[config.mk]
export PLATFORM = sky130hd
export DESIGN_NAME = gfa_controller
export DESIGN_NICKNAME = d
export VERILOG_FILES = /design/src/rtl/gfa_pkg.sv /design/src/rtl/gfa_controller.sv
export SDC_FILE = /design/constraint.sdc
export NUM_CORES = 1
export LEC_CHECK = 0
export BUFFER_PORTS_ARGS = -buffer_cell sky130_fd_sc_hd__buf_2
export CORE_AREA = 2 2 54 43
export DETAILED_ROUTE_END_ITERATION = 10
export DIE_AREA = 0 0 56 45
export PLACE_DENSITY_LB_ADDON = 0.15
export SLEW_MARGIN = 20
export SYNTH_ARGS = -nofsm -noshare
export SYNTH_HDL_FRONTEND = slang
export SYNTH_SLANG_ARGS = --single-unit
[constraint.sdc]
create_clock -name clk -period 1.9 [get_ports clk]
set_input_delay 0.475 -clock clk [delete_from_list [all_inputs] [get_ports clk]]
set_output_delay 0.475 -clock clk [all_outputs]
set_load 0.02 [all_outputs]
[src/rtl/gfa_pkg.sv]
`timescale 1ns / 1ps
// ----------------------------------------------------------------------------
// gfa_pkg
// Shared types, op codes and saturating helpers for the force accumulator.
// ----------------------------------------------------------------------------
package gfa_pkg;

  localparam int OP_W = 5;

  localparam logic [OP_W-1:0] OP_MUL_AA   = 5'd0;
  localparam logic [OP_W-1:0] OP_MUL_BB   = 5'd1;
  localparam logic [OP_W-1:0] OP_SQRT_R   = 5'd2;
  localparam logic [OP_W-1:0] OP_DIV_UX   = 5'd3;
  localparam logic [OP_W-1:0] OP_DIV_UY   = 5'd4;
  localparam logic [OP_W-1:0] OP_MUL_RR   = 5'd5;
  localparam logic [OP_W-1:0] OP_MUL_GM   = 5'd6;
  localparam logic [OP_W-1:0] OP_MUL_GMM  = 5'd7;
  localparam logic [OP_W-1:0] OP_DIV_M    = 5'd8;
  localparam logic [OP_W-1:0] OP_MUL_MX   = 5'd9;
  localparam logic [OP_W-1:0] OP_MUL_MY   = 5'd10;
  localparam logic [OP_W-1:0] OP_MUL_XX   = 5'd11;
  localparam logic [OP_W-1:0] OP_MUL_YY   = 5'd12;
  localparam logic [OP_W-1:0] OP_MUL_LL   = 5'd13;
  localparam logic [OP_W-1:0] OP_SQRT_MAG = 5'd14;
  localparam logic [OP_W-1:0] OP_MUL_XL   = 5'd15;
  localparam logic [OP_W-1:0] OP_DIV_X    = 5'd16;
  localparam logic [OP_W-1:0] OP_MUL_YL   = 5'd17;
  localparam logic [OP_W-1:0] OP_DIV_Y    = 5'd18;

  localparam logic [1:0] UNIT_MUL  = 2'd0;
  localparam logic [1:0] UNIT_SQRT = 2'd1;
  localparam logic [1:0] UNIT_DIV  = 2'd2;

  localparam int CFG_IDX_W = 8;
  localparam logic [CFG_IDX_W-1:0] CFG_GRAV  = 8'd0;
  localparam logic [CFG_IDX_W-1:0] CFG_LIMIT = 8'd1;

  localparam logic [31:0] GRAV_RESET  = 32'd437377302;
  localparam logic [39:0] LIMIT_RESET = 40'd100000;

  localparam logic [63:0] MAX_S64 = 64'h7FFF_FFFF_FFFF_FFFF;
  localparam logic [63:0] MIN_S64 = 64'h8000_0000_0000_0000;
  localparam logic [63:0] MAX_S48 = 64'h0000_7FFF_FFFF_FFFF;
  localparam logic [63:0] MIN_M48 = 64'h0000_8000_0000_0000;

  typedef struct packed {
    logic            load;
    logic            start;
    logic [OP_W-1:0] op;
    logic            emit;
  } dp_cmd_t;

  typedef struct packed {
    logic done;
    logic pair_zero;
    logic last;
    logic clamped;
    logic out_free;
  } dp_stat_t;

  function automatic logic [1:0] op_unit(input logic [OP_W-1:0] op);
    logic [1:0] u;
    case (op)
      OP_SQRT_R, OP_SQRT_MAG: u = UNIT_SQRT;
      OP_DIV_UX, OP_DIV_UY, OP_DIV_M, OP_DIV_X, OP_DIV_Y: u = UNIT_DIV;
      default: u = UNIT_MUL;
    endcase
    return u;
  endfunction

  // floor(p / 2^32) saturated to the positive signed 64-bit range
  function automatic logic [63:0] scale_unit(input logic [127:0] p);
    logic [63:0] v;
    v = p[95:32];
    if (p[127:96] != 32'd0 || v[63]) begin
      v = MAX_S64;
    end
    return v;
  endfunction

  function automatic logic [63:0] sat_add(input logic [63:0] acc, input logic [63:0] c,
                                          input logic neg);
    logic [64:0] r;
    logic [63:0] o;
    if (neg) begin
      r = {acc[63], acc} - {1'b0, c};
    end else begin
      r = {acc[63], acc} + {1'b0, c};
    end
    o = r[63:0];
    if (r[64] != r[63]) begin
      o = neg ? MIN_S64 : MAX_S64;
    end
    return o;
  endfunction

  function automatic logic [47:0] out48(input logic [63:0] m, input logic neg);
    logic [63:0] mm;
    logic [47:0] o;
    if (neg) begin
      mm = (m > MIN_M48) ? MIN_M48 : m;
      o = 48'd0 - mm[47:0];
    end else begin
      mm = (m > MAX_S48) ? MAX_S48 : m;
      o = mm[47:0];
    end
    return o;
  endfunction

endpackage

[src/rtl/gfa_controller.sv]
`timescale 1ns / 1ps
// ----------------------------------------------------------------------------
// gfa_controller
// Sequences the per-pair and final clamp operations on the shared datapath.
// ----------------------------------------------------------------------------
module gfa_controller import gfa_pkg::*; (
  input  logic     clk,
  input  logic     rst,
  input  logic     in_valid,
  output logic     in_ready,
  output dp_cmd_t  cmd,
  input  dp_stat_t stat
);

  localparam logic [2:0] ST_IDLE   = 3'd0;
  localparam logic [2:0] ST_DECIDE = 3'd1;
  localparam logic [2:0] ST_RUN    = 3'd2;
  localparam logic [2:0] ST_CHK    = 3'd3;
  localparam logic [2:0] ST_EMIT   = 3'd4;

  logic [2:0]      state;
  logic [OP_W-1:0] op;
  logic            start;

  function automatic logic [OP_W-1:0] next_op(input logic [OP_W-1:0] o);
    logic [OP_W-1:0] n;
    case (o)
      OP_MUL_AA:   n = OP_MUL_BB;
      OP_MUL_BB:   n = OP_SQRT_R;
      OP_SQRT_R:   n = OP_DIV_UX;
      OP_DIV_UX:   n = OP_DIV_UY;
      OP_DIV_UY:   n = OP_MUL_RR;
      OP_MUL_RR:   n = OP_MUL_GM;
      OP_MUL_GM:   n = OP_MUL_GMM;
      OP_MUL_GMM:  n = OP_DIV_M;
      OP_DIV_M:    n = OP_MUL_MX;
      OP_MUL_MX:   n = OP_MUL_MY;
      OP_MUL_XX:   n = OP_MUL_YY;
      OP_MUL_YY:   n = OP_MUL_LL;
      OP_SQRT_MAG: n = OP_MUL_XL;
      OP_MUL_XL:   n = OP_DIV_X;
      OP_DIV_X:    n = OP_MUL_YL;
      OP_MUL_YL:   n = OP_DIV_Y;
      default:     n = o;
    endcase
    return n;
  endfunction

  assign in_ready  = (state == ST_IDLE);
  assign cmd.load  = (state == ST_IDLE) && in_valid;
  assign cmd.start = start;
  assign cmd.op    = op;
  assign cmd.emit  = (state == ST_EMIT) && stat.out_free;

  always_ff @(posedge clk) begin
    if (rst) begin
      state <= ST_IDLE;
      op    <= OP_MUL_AA;
      start <= 1'b0;
    end else begin
      start <= 1'b0;
      case (state)
        ST_IDLE: begin
          if (in_valid) begin
            state <= ST_DECIDE;
          end
        end
        ST_DECIDE: begin
          if (!stat.pair_zero) begin
            op    <= OP_MUL_AA;
            start <= 1'b1;
            state <= ST_RUN;
          end else if (stat.last) begin
            op    <= OP_MUL_XX;
            start <= 1'b1;
            state <= ST_RUN;
          end else begin
            state <= ST_IDLE;
          end
        end
        ST_RUN: begin
          if (stat.done) begin
            case (op)
              OP_MUL_MY: begin
                if (stat.last) begin
                  op    <= OP_MUL_XX;
                  start <= 1'b1;
                end else begin
                  state <= ST_IDLE;
                end
              end
              OP_MUL_LL: state <= ST_CHK;
              OP_DIV_Y:  state <= ST_EMIT;
              default: begin
                op    <= next_op(op);
                start <= 1'b1;
              end
            endcase
          end
        end
        ST_CHK: begin
          if (stat.clamped) begin
            op    <= OP_SQRT_MAG;
            start <= 1'b1;
            state <= ST_RUN;
          end else begin
            state <= ST_EMIT;
          end
        end
        ST_EMIT: begin
          if (stat.out_free) begin
            state <= ST_IDLE;
          end
        end
        default: state <= ST_IDLE;
      endcase
    end
  end

endmodule

## Word level (Yosys, flattened, before mapping)

Cells that the tools add are included.
W data, S select, Z words.

| operators by class | value |
|---|---|
| eq/ne operators | 30 |
| multiplexer cells | 22 |
| reductions and logical operators | 8 |

Operator list:

| cell | count |
|---|---|
| $pmux W5 S16 | 1 |
| $eq A5 B4 Y1 const B | 8 |
| $eq A5 B3 Y1 const B | 4 |
| $mux W5 | 4 |
| $ne A18 B18 Y1 const B | 1 |
| $eq A5 B5 Y1 const B | 3 |
| $mux W3 | 5 |
| $pmux W3 S5 | 1 |
| $pmux W5 S3 | 1 |
| $eq A5 B2 Y1 const B | 2 |
| $ne A2 B2 Y1 const B | 5 |
| $pmux W5 S2 | 1 |
| $reduce_and A5 Y1 | 2 |
| $pmux W3 S3 | 1 |
| $eq A3 B2 Y1 const B | 2 |
| $eq A5 B1 Y1 const B | 1 |
| $logic_not A5 Y1 | 1 |
| $mux W1 | 4 |
| $mux W2 | 2 |
| $ne A4 B4 Y1 const B | 1 |
| $eq A3 B1 Y1 const B | 1 |
| $eq A3 B3 Y1 const B | 1 |
| $logic_not A3 Y1 | 1 |
| $ne A3 B3 Y1 const B | 1 |
| other kinds (5) | 6 |

| word-level totals | value |
|---|---|
| register bits | 9 |
| bits of input ports | 8 |
| output and inout port bits | 9 |
| word-level logic and storage cells | 63 |

## Depth between registers and ports, before layout

| depth | value |
|---|---|
| depth in word-level cells | 5 |
| mapped depth | 5 |
| depth with buffers taken out | 4 |

## Worst setup path before layout

No wires, ideal clock.

| timing | value |
|---|---|
| path kind | register to output |
| start | register state[2] |
| end | output port cmd[7] (netlist bit) |
| data arrival time | 1283 ps |
| required time | 1425 ps |
| slack | 142 ps |
| stages on the path, launching flop included | 4 |
| path buffers | 1 |
| cell sequence | dfxtp_1 buf_2 nor3_1 and2_1 |

RTL lines:

| what | line | source |
|---|---|---|
| from (decl) | gfa_controller.sv:21 | `logic [2:0] state;` |
| from (signal assigned) | gfa_controller.sv:57 | `state <= ST_IDLE;` |
| from (signal assigned) | gfa_controller.sv:65 | `state <= ST_DECIDE;` |
| from (signal assigned) | gfa_controller.sv:72 | `state <= ST_RUN;` |
| to (decl) | gfa_controller.sv:11 | `output dp_cmd_t cmd,` |

==> reports/results.ini <==
[routing]
finalWirelength_um = 1980
dr.pass1.iters = 4
drc = 0
vias = 816
drt_first_iter_violations = 32
vias_per_cell = 5.96
ant_nets = 0
post_drt_wl_per_cell_um = 14.4

[clock_tree]
clock-sinks = 9
clockBufferDepth = 2
postCtsSetupBuffers = 0
clkTransAtPathRegs_ns = 0.07
numCtsBuffers = 3
htreeDepth = 1
cts_hold_buf = 0
post_cts_resized = 0
root_buffer = clkbuf_4
cts_tree = built
clkLatencyLatePin_ns = 0.27

[die]
dieArea_mm2 = 0.00252
die_x_um = 56
rows = 14
ios = 17
core_area_mm2 = 0.00196
start_util_pct = 38.8
die_y_um = 45

[timing]
worst_hold_slack_ns = 0.496
fin_skew_ns = 0.00731
finalCriticalPeriod_ns = 1.79
worst_pin_slew_ns = 0.425
slew_headroom_pct = 70.9
setup_viol = 0
slew_violations = 0
fin_crit_sh_pct = 94.4
fmax_ghz = 0.557
rsz0062_at_grt = false
fin_tns_setup_ns = 0
hold_viol = 0

[hold_path]
hp-class = primary input to register
hold_depth = 2

[global_route]
grt_max_degree = 15
grt-busiest-layer = met2
met1_usage_pct = 23.7
grt_pass1_wl_um = 3280
antenna_found_initial = 0
grt.total_usage_pct = 16.6
grt_use_met2_pct = 25.6
grt_overflow = 0
grt_pass1_vias = 704
grt_util_met3_pct = 2.87

[critical_path]
cp_data_arrival_time_ns = 1.32
setup.worst_path.start = state[1]$_SDFFE_PP0P_
r2r_slack_ns = 0.21
cp_max_fo = 8
path_class = register to output pin
endpoint_kind = output pin
endpoint = cmd[0]
r2r-end = op[0]$_SDFFE_PP0P_
startpoint_type = register
r2r_start = op[3]$_SDFFE_PP0P_
worst-r2r-cell-count = 4
required_ns = 1.42

[synth]
synth_xor_area_share_pct = 0
ys_seq_area_share_pct = 23.6
muxShareOfSynthArea_pct = 1.31
synthCells = 98
syn_area_um2 = 762
avgSynthCellArea_um2 = 7.78
synth_nets = 106
ys_ff_latch = 9
synth-adder-area-share_pct = 0
yosysTopAreaCell = dfxtp_1
synth-edff-count = 0
synth_simple_gate_area_share_pct = 31.9
synthFlopType = dfxtp_1
yosysWarnings = 0
synth_top_family_by_area = compound AO/OA/AOI/OAI gates
synth_compound_area_share_pct = 34.3
async_flop_share_pct = 0
netlist.area_leader.share_pct = 23.6
synth_cell_type_count = 44
synthTopCellsByArea = dfxtp_1 24%, a21oi_1 5.9%, nor2b_1 4.9%

[cells_and_area]
layout.nets = 122
antenna_cells = 0
synthToLayoutAreaGrowth_pct = 15.4
stdcell_area_um2 = 880
final_util_pct = 44.8
layout-drive-gt1-share_pct = 23.0
nFillCells = 210

[power]
ir_drop_uv = 488
pwr_density_cell_mw_per_mm2 = 930
leakagePower_nw = 0.340

[job]
drv_cap = 0

[place]
gp_congestion = 0.806
portBuffers = 16
dp_hpwl_um = 1470
place_area_um2 = 853

[outcome]
status = completed

-- per-layer routing --
metal | up-vias | wire length [µm] | part of all wire [%]
li1 | 406 | - | -
met1 | 385 | 1030 | 52
met2 | 23 | 829 | 42
met3 | 2 | 101 | 5.1
met4 | 0 | 19 | 0.96
met5 | - | 0 | 0
-- how the worst min path moves through the flow --
stage                     startpoint                     to  slack [ns]
6_report                         rst     op[2]$_SDFFE_PP0P_        0.50
3_5_place_dp   state[2]$_SDFFE_PP0P_       start$_SDFF_PP0_        0.63
3_3_place_gp      op[0]$_SDFFE_PP0P_     op[0]$_SDFFE_PP0P_        0.61
5_1_grt                          rst     op[2]$_SDFFE_PP0P_        0.50
2_1_floorplan  state[1]$_SDFFE_PP0P_  state[2]$_SDFFE_PP0P_        0.54
4_1_cts                          rst     op[2]$_SDFFE_PP0P_        0.48
-- state kept, by name (all words and copies together) (netlist names) --
signal and cells:
state 3, op 5, start 1
-- synth_stat cells, types with 3 or more instances --
cell      n
nor2b_1   6
inv_1     3
o21ai_0   6
a21oi_1   9
o211ai_1  4
nor2_1    6
nor3b_1   5
buf_2     6
dfxtp_1   9
nand2_1   4
-- worst max-delay path, stage by stage, from the launching register on --
cell	delay (ns)
dfxtp_1	0.47
buf_4	0.19
nor2_1	0.05
and3_1	0.18
buf_2	0.15
-- kinds of logic after synthesis --
| family | after synthesis |
|---|---|
| AOI/OAI and AO/OA | 37 |
| buffers and inverters | 13 |
| DFF | 9 |
| muxes | 1 |
| and+or+nand+nor | 38 |
-- area by class of cell --
| type | instances | area, µm² | share of cell area (%) |
|---|---|---|---|
| Clock buffer | 4 | 26.3 | 2.99 |
| Inverter | 3 | 11.3 | 1.28 |
| Multi-Input combinational cell | 76 | 514 | 58.5 |
| Sequential cell | 9 | 180 | 20.5 |
| Tap cell | 24 | 30.0 | 3.41 |
| Timing Repair Buffer | 21 | 118 | 13.4 |
-- cell usage in the layout, fill, tap and decap left out, types with 2 or more instances in the layout --
master / n
a211oi_1: 2
a21oi_1: 9
a2bb2oi_1: 2
a311oi_1: 2
and2_1: 2
and4_1: 2
and4b_1: 2
buf_2: 16
buf_4: 5
clkbuf_4: 3
dfxtp_1: 9
inv_1: 3
nand2_1: 4
nor2_1: 6
nor2b_1: 6
nor3b_1: 5
o211ai_1: 4
o21ai_0: 6
-- per-stage QoR --
stage / power [mW] / cells / setup WS, ns
6_report: 0.818 / 137 / 0.106
5_1_grt: 0.877 / 137 / 0.0474
4_1_cts: 0.819 / 137 / 0.115
3_5_place_dp: 0.659 / 133 / 0.251
3_3_place_gp: 0.665 / 133 / 0.293
2_1_floorplan: 0.549 / 98 / 0.142
-- report_power, final --
group	internal [mW]	switching, mW
logic	0.170	0.206
clock network	0.0812	0.0758
registers	0.218	0.0679
total	0.468	0.350
No activity file was read; power rests on OpenSTA's default activity.
